[config.mk]
export PLATFORM = sky130hd
export DESIGN_NAME = repeating_timer_scheduler_top
export DESIGN_NICKNAME = d
export VERILOG_FILES = /design/src/sv/rts_pkg.sv /design/src/sv/rts_ram.sv /design/src/sv/rts_fire_unit.sv /design/src/sv/repeating_timer_scheduler_top.sv
export SDC_FILE = /design/constraint.sdc
export NUM_CORES = 2
export LEC_CHECK = 0
export BUFFER_PORTS_ARGS = -buffer_cell sky130_fd_sc_hd__buf_2
export CORE_ASPECT_RATIO = 1.75
export CORE_MARGIN = 2
export CORE_UTILIZATION = 45
export DETAILED_ROUTE_END_ITERATION = 10
export GPL_ROUTABILITY_DRIVEN = 0
export RECOVER_POWER = 25
export SYNTH_ARGS = -nofsm -noshare
export SYNTH_HDL_FRONTEND = slang
export SYNTH_SLANG_ARGS = --single-unit
[constraint.sdc]
create_clock -name aclk -period 7.7 [get_ports aclk]
set_clock_uncertainty 0.2 [all_clocks]
set_input_delay 1.155 -clock aclk [delete_from_list [all_inputs] [get_ports aclk]]
set_output_delay 1.155 -clock aclk [all_outputs]
set_load 0.01 [all_outputs]
[src/sv/rts_pkg.sv]
`default_nettype none

package rts_pkg;

    localparam int NUM_TIMERS_DEF = 16;
    localparam int TIME_WIDTH_DEF = 32;

    // Only the first sixteen slots are reachable by the four-bit slot field.
    localparam int SCAN_LIMIT = 16;

    localparam int CMD_W    = 2;
    localparam int ID_W     = 4;
    localparam int PERIOD_W = 32;
    localparam int LIMIT_W  = 17;
    localparam int COUNT_W  = 16;

    localparam logic [COUNT_W-1:0] COUNT_MAX = {COUNT_W{1'b1}};

    typedef enum logic [CMD_W-1:0] {
        CMD_START = 2'd0,
        CMD_STOP  = 2'd1,
        CMD_TICK  = 2'd2
    } cmd_t;

    typedef enum logic [1:0] {
        ST_IDLE,
        ST_SCAN,
        ST_FLUSH
    } state_t;

    typedef struct packed {
        logic               fire;
        logic               stop;
        logic [COUNT_W-1:0] count;
    } fire_t;

endpackage

`default_nettype wire

[src/sv/rts_ram.sv]
`default_nettype none

module rts_ram #(
    parameter int WIDTH = 8,
    parameter int DEPTH = 16,
    localparam int ADDR_W = (DEPTH > 1) ? $clog2(DEPTH) : 1
) (
    input  wire logic                     aclk,
    input  wire logic                     we,
    input  wire logic [ADDR_W-1:0]        waddr,
    input  wire logic [WIDTH-1:0]         wdata,
    input  wire logic [ADDR_W-1:0]        raddr,
    output logic      [WIDTH-1:0]         rdata
);

    logic [WIDTH-1:0] mem [DEPTH];

    always_ff @(posedge aclk) begin
        if (we) begin
            mem[waddr] <= wdata;
        end
        rdata <= mem[raddr];
    end

endmodule

`default_nettype wire

[src/sv/rts_fire_unit.sv]
`default_nettype none

module rts_fire_unit
    import rts_pkg::*;
#(
    parameter int TIME_WIDTH = TIME_WIDTH_DEF
) (
    input  wire logic                  en,
    input  wire logic                  running,
    input  wire logic [TIME_WIDTH-1:0] now,
    input  wire logic [TIME_WIDTH-1:0] deadline,
    input  wire logic [TIME_WIDTH-1:0] addend,
    input  wire logic [COUNT_W-1:0]    count,
    input  wire logic [LIMIT_W-1:0]    limit,
    output fire_t                      res,
    output logic      [TIME_WIDTH-1:0] sum
);

    logic [COUNT_W-1:0] count_inc;

    assign sum       = now + addend;
    assign count_inc = (count == COUNT_MAX) ? count : count + COUNT_W'(1);

    always_comb begin
        res.fire  = en && running && (deadline == now);
        res.count = count_inc;
        // Stop once the count reaches a non-negative limit.
        res.stop  = !($signed(limit) < 0 || $signed({1'b0, count_inc}) < $signed(limit));
    end

endmodule

`default_nettype wire

[src/sv/repeating_timer_scheduler_top.sv]
`default_nettype none

// Bank of repeating timer slots driven by a tick command. A start transaction arms a slot
// with a period and a repeat limit (negative repeats forever, a zero period is ignored), a
// stop transaction disarms it. A tick advances the time by one and then walks the first
// min(NUM_TIMERS, 16) slots through one shared add-and-compare unit, one slot per cycle
// over a slot memory with one read and one write port while the result channel keeps up;
// a due slot waits while an earlier result is still held and the channel stalls. Each due
// slot yields one result transaction in slot order, and tlast marks the final result of
// the tick; a tick with nothing due yields none. The input is not ready while a tick is
// being processed.
module repeating_timer_scheduler_top
    import rts_pkg::*;
#(
    parameter int NUM_TIMERS = NUM_TIMERS_DEF,
    parameter int TIME_WIDTH = TIME_WIDTH_DEF
) (
    input  wire logic        aclk,
    input  wire logic        aresetn,
    input  wire logic        s_tvalid,
    output logic             s_tready,
    // timer_id [3:0], period_ms [35:4], repeat_limit [52:36]
    input  wire logic [55:0] s_tdata,
    // command [1:0]
    input  wire logic [1:0]  s_tuser,
    output logic             m_tvalid,
    input  wire logic        m_tready,
    // fired_id [3:0], fire_count [19:4], now_stopped [20]
    output logic [23:0]      m_tdata,
    output logic             m_tlast
);

    localparam int IDX_W  = (NUM_TIMERS > 1) ? $clog2(NUM_TIMERS) : 1;
    localparam int SCAN_N = (NUM_TIMERS < SCAN_LIMIT) ? NUM_TIMERS : SCAN_LIMIT;
    localparam int REC_W  = COUNT_W + LIMIT_W + 2 * TIME_WIDTH;

    state_t state_reg, state_next;

    logic [TIME_WIDTH-1:0] now_reg;
    logic [NUM_TIMERS-1:0] running_reg;
    logic [IDX_W:0]        rd_cnt_reg;
    logic                  ev_valid_reg;
    logic [IDX_W-1:0]      ev_idx_reg;

    logic               hold_valid_reg;
    logic [ID_W-1:0]    hold_id_reg;
    logic [COUNT_W-1:0] hold_count_reg;
    logic               hold_stop_reg;

    logic               out_valid_reg;
    logic [ID_W-1:0]    out_id_reg;
    logic [COUNT_W-1:0] out_count_reg;
    logic               out_stop_reg;
    logic               out_last_reg;

    cmd_t                  cmd;
    logic [ID_W-1:0]       in_id;
    logic [PERIOD_W-1:0]   in_period;
    logic [LIMIT_W-1:0]    in_limit;
    logic [TIME_WIDTH-1:0] in_period_t;
    logic [IDX_W-1:0]      in_addr;
    logic                  in_id_ok;
    logic                  accept;
    logic                  start_ok;
    logic                  stop_ok;
    logic                  tick_acc;

    logic [REC_W-1:0]      rd_rec;
    logic [REC_W-1:0]      wr_rec;
    logic [TIME_WIDTH-1:0] rec_deadline;
    logic [TIME_WIDTH-1:0] rec_period;
    logic [LIMIT_W-1:0]    rec_limit;
    logic [COUNT_W-1:0]    rec_count;

    fire_t                 fu_res;
    logic [TIME_WIDTH-1:0] fu_sum;
    logic [TIME_WIDTH-1:0] fu_addend;

    logic             out_free;
    logic             advance;
    logic             eval_fire;
    logic             scan_end;
    logic             push_hold;
    logic             flush_push;
    logic             ram_we;
    logic [IDX_W-1:0] ram_waddr;
    logic [IDX_W-1:0] ram_raddr;

    assign cmd         = cmd_t'(s_tuser);
    assign in_id       = s_tdata[3:0];
    assign in_period   = s_tdata[35:4];
    assign in_limit    = s_tdata[52:36];
    assign in_period_t = TIME_WIDTH'(in_period);
    assign in_addr     = IDX_W'(in_id);
    assign in_id_ok    = 32'(in_id) < 32'(NUM_TIMERS);

    assign accept   = s_tvalid && s_tready;
    assign start_ok = accept && (cmd == CMD_START) && in_id_ok && (in_period != '0);
    assign stop_ok  = accept && (cmd == CMD_STOP) && in_id_ok;
    assign tick_acc = accept && (cmd == CMD_TICK);

    assign {rec_count, rec_limit, rec_period, rec_deadline} = rd_rec;

    assign fu_addend = (state_reg == ST_SCAN) ? rec_period : in_period_t;

    rts_fire_unit #(
        .TIME_WIDTH(TIME_WIDTH)
    ) u_fire (
        .en      (ev_valid_reg && (state_reg == ST_SCAN)),
        .running (running_reg[ev_idx_reg]),
        .now     (now_reg),
        .deadline(rec_deadline),
        .addend  (fu_addend),
        .count   (rec_count),
        .limit   (rec_limit),
        .res     (fu_res),
        .sum     (fu_sum)
    );

    rts_ram #(
        .WIDTH(REC_W),
        .DEPTH(NUM_TIMERS)
    ) u_slot_ram (
        .aclk (aclk),
        .we   (ram_we),
        .waddr(ram_waddr),
        .wdata(wr_rec),
        .raddr(ram_raddr),
        .rdata(rd_rec)
    );

    always_comb begin
        state_next = state_reg;
        case (state_reg)
            ST_IDLE: begin
                if (tick_acc) begin
                    state_next = ST_SCAN;
                end
            end
            ST_SCAN: begin
                if (scan_end) begin
                    state_next = ST_FLUSH;
                end
            end
            ST_FLUSH: begin
                if (!hold_valid_reg || out_free) begin
                    state_next = ST_IDLE;
                end
            end
            default: begin
                state_next = ST_IDLE;
            end
        endcase
    end

    always_comb begin
        s_tready   = 1'b0;
        out_free   = !out_valid_reg || m_tready;
        eval_fire  = 1'b0;
        advance    = 1'b0;
        scan_end   = 1'b0;
        push_hold  = 1'b0;
        flush_push = 1'b0;
        ram_we     = 1'b0;
        ram_waddr  = in_addr;
        ram_raddr  = ev_idx_reg;
        wr_rec     = {{COUNT_W{1'b0}}, in_limit, in_period_t, fu_sum};
        case (state_reg)
            ST_IDLE: begin
                s_tready = 1'b1;
                ram_we   = start_ok;
            end
            ST_SCAN: begin
                eval_fire = fu_res.fire;
                // A second due slot can only be taken once the held result has moved on.
                advance   = !eval_fire || !hold_valid_reg || out_free;
                scan_end  = advance && (rd_cnt_reg == (IDX_W + 1)'(SCAN_N));
                push_hold = advance && eval_fire && hold_valid_reg;
                ram_we    = advance && eval_fire;
                ram_waddr = ev_idx_reg;
                ram_raddr = advance ? rd_cnt_reg[IDX_W-1:0] : ev_idx_reg;
                wr_rec    = {fu_res.count, rec_limit, rec_period,
                             fu_res.stop ? rec_deadline : fu_sum};
            end
            ST_FLUSH: begin
                flush_push = hold_valid_reg && out_free;
            end
            default: begin
                s_tready = 1'b0;
            end
        endcase
    end

    always_ff @(posedge aclk) begin
        if (!aresetn) begin
            state_reg      <= ST_IDLE;
            now_reg        <= '0;
            running_reg    <= '0;
            rd_cnt_reg     <= '0;
            ev_valid_reg   <= 1'b0;
            hold_valid_reg <= 1'b0;
            out_valid_reg  <= 1'b0;
        end else begin
            state_reg <= state_next;

            if (tick_acc) begin
                now_reg      <= now_reg + TIME_WIDTH'(1);
                rd_cnt_reg   <= '0;
                ev_valid_reg <= 1'b0;
            end else if (advance) begin
                ev_valid_reg <= (rd_cnt_reg != (IDX_W + 1)'(SCAN_N));
                if (rd_cnt_reg != (IDX_W + 1)'(SCAN_N)) begin
                    rd_cnt_reg <= rd_cnt_reg + (IDX_W + 1)'(1);
                end
            end

            if (start_ok) begin
                running_reg[in_addr] <= 1'b1;
            end else if (stop_ok) begin
                running_reg[in_addr] <= 1'b0;
            end else if (advance && eval_fire && fu_res.stop) begin
                running_reg[ev_idx_reg] <= 1'b0;
            end

            if (advance && eval_fire) begin
                hold_valid_reg <= 1'b1;
            end else if (flush_push) begin
                hold_valid_reg <= 1'b0;
            end

            if (push_hold || flush_push) begin
                out_valid_reg <= 1'b1;
            end else if (m_tready) begin
                out_valid_reg <= 1'b0;
            end
        end
    end

    always_ff @(posedge aclk) begin
        if (advance) begin
            ev_idx_reg <= rd_cnt_reg[IDX_W-1:0];
        end
        if (advance && eval_fire) begin
            hold_id_reg    <= ID_W'(ev_idx_reg);
            hold_count_reg <= fu_res.count;
            hold_stop_reg  <= fu_res.stop;
        end
        if (push_hold || flush_push) begin
            out_id_reg    <= hold_id_reg;
            out_count_reg <= hold_count_reg;
            out_stop_reg  <= hold_stop_reg;
            out_last_reg  <= flush_push;
        end
    end

    assign m_tvalid = out_valid_reg;
    assign m_tdata  = {3'b000, out_stop_reg, out_count_reg, out_id_reg};
    assign m_tlast  = out_last_reg;

    ap_idle_hold_empty: assert property (@(posedge aclk) disable iff (!aresetn)
        s_tready |-> !hold_valid_reg)
        else $error("held result left behind after a tick");

    ap_tick_starts_scan: assert property (@(posedge aclk) disable iff (!aresetn)
        tick_acc |=> (state_reg == ST_SCAN) && (rd_cnt_reg == '0) && !ev_valid_reg)
        else $error("tick did not start a scan");

    ap_scan_write_valid: assert property (@(posedge aclk) disable iff (!aresetn)
        ((state_reg == ST_SCAN) && ram_we) |-> ev_valid_reg && advance)
        else $error("slot write-back without a slot under evaluation");

    ap_scan_bound: assert property (@(posedge aclk) disable iff (!aresetn)
        (state_reg == ST_SCAN) |-> (rd_cnt_reg <= (IDX_W + 1)'(SCAN_N)))
        else $error("scan counter ran past the last slot");

    ap_push_needs_room: assert property (@(posedge aclk) disable iff (!aresetn)
        (push_hold || flush_push) |-> out_free)
        else $error("result register overwritten while full");

endmodule

`default_nettype wire

==> summary by stage <==
Synthesis
The most instantiated flip-flop cell in the synthesis netlist is edfxtp_1. Counting flops with a built-in enable in the synthesized netlist gives roughly 1.6k. The sequential share of the synthesized area is 74.0%. The library cell occupying the most area in the post-synthesis netlist is edfxtp_1. Synthesis handed over a netlist of between 4k and 5k instances. The netlist uses between 60 and 70 different library cells.

The portion of synthesized cell area occupied by the leading cell type is 69.5%. The post-synthesis cell area is about 70000 sq um. In the post-synthesis netlist, the biggest area contributors are edfxtp_1 70%, mux2i_1 11%, dfxtp_1 4.5%, o22ai_1 3.5%, or4_1 1.1%.

The post-synthesis average cell area is around 17 sq um. The flop and latch count out of synthesis is 1754. The share of flip-flops with an asynchronous set or reset is 0%.

The Yosys warning count is 0.

Final layout
The register with the most flip-flops in the layout has about 1.6k of them. In the final design database the tool counted 4415 nets. The fraction of final layout cells with drive strength greater than 1 is under 10%. The count of fill cells added during filler insertion is about 13k. For this run, the share of the core covered by cells in the final layout is 50.2%.

The area growth from synthesis to layout is 11.1%.

CTS
The clock edge transition at the registers on the reported setup and hold paths is ~60 ps. Counting the buffers created by CTS gives 151. After clock tree synthesis, the setup repair step added 0 buffers. TritonCTS built the clock tree.

CTS placed an instance of clkbuf_16 at the clock tree root. Once the clock tree was built, the resizer swapped 0 gates to a different size. The number of hold buffers added after CTS was 0. The sink count of the clock tree is around 1.8k.

The clock passes through at most 3 buffers. The worst-skew pair later-pin latency is ~800 ps. The number of H-tree levels is 4.

Route
The post-detailed-route count of antenna-violating nets is 0. The detailed-route wire length per cell is ~28 um. The wire length reported by the detailed router is approximately 180000 um. After detailed routing, the number of remaining DRC violations is 0. The number of design-rule violations left by the first detailed-router iteration is 3177. For this block, the via count after detailed routing is around 38k. The number of detailed-routing iterations run before antenna repair is 7. In the routed layout, each cell is associated on average with a via count of between 5 and 6.

Power
The total power draw is 19.3 mW. The power per cell area is 251 nW/um^2. The worst-case IR drop observed on VDD is about 0.20 mV. The cell leakage power is between 20 and 30 nW.

GRT
The first global-routing pass estimated between 200000 and 300000 um of wire. The overall overflow remaining after global route is 0. The pin count of the biggest net entering global routing is between 100 and 150. The number of global-route vias before repair is between 30k and 40k. The initial antenna violation count is 9. Global routing consumed, over all layers together, 23.0% of the routing resources.

STA
The worst relative slew slack is -15.2%. The final hold slack is approximately 210 ps. The timing-limited maximum frequency is around 150 MHz.

The final max-slew violation count came to 75. The slew at the pin with the worst max-slew slack is 1730 ps. The setup total negative slack is 0 ps.

The number of setup violations in the final report is 0. The period utilization is about nine tenths. Setup repair after global routing left no endpoint under its margin.

The final period demand of the worst path is between 6000 and 7000 ps. The count of endpoints failing hold in the final timing report was 0.

Floorplanning
The floorplan die width is between 300 and 400 um. For this configuration, the core starts out at a cell density of between 40 and 50%. The row count is 190. The area enclosed by the die boundary is between 150000 and 200000 sq um. The die outline height is roughly 520 um. The core box area is 153000 sq um. 89 I/O pins were placed.

Status
The flow ran to the end, but the final reports show violations. The final reports fail on max-capacitance violations, max-slew violations.

Run
Across the run, the number of max-cap violations was 3.

Worst hold path
The worst hold path belongs to the class register to register.

Setup path
The type of destination of the critical path is a register. The category of the worst setup path launch point is a register. The path type of the worst setup path is register to register. The maximum fanout along the worst path is 26.

Data on the critical path is required at its endpoint by slightly below 8000 ps. The data arrival time at the worst-slack endpoint is roughly 7000 ps.

Placement
In this run the tool buffered the top-level ports with 82 buffer cells. Summed over all nets, the half-perimeter wirelength after detailed placement is just under 100000 um.
Yosys cell counts, drive strengths merged, types with 14 or more instances:
cell type / n
nor2: 114
edfxtp: 1599
xnor2: 62
or4: 99
nor3: 38
and2: 26
a31oi: 16
nand3: 25
ha: 50
inv: 37
a21oi: 84
and3: 18
xor2: 34
buf: 150
a22oi: 16
dfxtp: 155
mux2i: 780
nor2b: 14
nand2: 193
o21ai: 55
nand4: 25
nor4: 14
o22ai: 390
clkbuf: 67
stage by stage:
step	worst slack, ps	instance area (sq um)	std cells
floorplan	861	69100	4173
global placement	1530	71900	6165
detailed placement	1340	71900	6165
CTS	1300	76800	6445
global route	560	76700	6446
finish	906	76700	6451
worst max-delay path, stage by stage (launching register included):
cell,delay (ps)
dfxtp_1,440
nand2b_4,470
clkbuf_1,1300
clkbuf_1,1110
nand2_1,120
nand2_1,550
ha_1,390
a21o_1,150
a21o_1,160
a31oi_1,60
nor2_1,220
a41oi_1,170
xor2_1,220
a21oi_1,860
cell usage in the layout (no fill, tap or decap), drive strengths merged, types with 26 or more instances in the layout:
master	Yosys	final
edfxtp	1599	1599
mux2i	780	780
o22ai	390	390
clkbuf	67	252
nand2	193	193
dfxtp	155	155
buf	150	145
nor2	114	114
or4	99	99
a21oi	84	84
xnor2	62	62
o21ai	55	55
clkinv	0	54
ha	50	50
inv	37	42
nor3	38	38
xor2	34	34
and2	26	26
path summary, 6_finish.rpt:
check | from | end | slack, ps | cells past startpoint
worst max-delay path | state_reg[1] | u_slot_ram.mem[8][30] | 910 | 13
worst min-delay path | hold_count_reg[7] | out_count_reg[7] | 210 | 0
worst max register to register | state_reg[1] | u_slot_ram.mem[8][30] | 910 | 13
worst min register to register | hold_count_reg[7] | out_count_reg[7] | 210 | 0
routing by layer:
layer  track usage, %  share of wire, %  vias up
li1                 -                 -    16705
met1             28.6                40    19720
met2             41.3                52     1193
met3             3.09               5.3      273
met4             7.48               3.1        8
met5                0             0.031        -
cells by family after synthesis:
logic type | share of synthesized area [%]
flip-flops | 74.0
multiplexers | 11.5
AO/OA/AOI/OAI | 5.65
AND/OR/NAND/NOR | 4.56
buffers and inverters | 2.13
XOR/XNOR | 1.22
adder cells (fa/ha/maj) | 0.935
other | 0.00543
where the power goes:
| group | internal [mW] | switching [mW] | total [mW] | leakage (nW) |
|---|---|---|---|---|
| combinational | 0.332 | 0.747 | 1.08 | 9.45 |
| sequential | 10.6 | 0.0636 | 10.6 | 15.8 |
| clock | 4.17 | 3.39 | 7.56 | 2.38 |
| total | 15.1 | 4.20 | 19.3 | 27.6 |
cell type report:
cell class / instances / area (sq um) / share of cell area [%]
timing repair buffer: 193 / 1350 / 1.76
sequential: 1754 / 51100 / 66.6
antenna: 6 / 15.0 / 0.0196
clock buffer: 204 / 4220 / 5.50
inverter: 37 / 139 / 0.181
clock inverter: 76 / 669 / 0.873
tap: 2016 / 2520 / 3.29
multi-input combinational: 2165 / 16700 / 21.7
(Power assumes the default switching activity.)
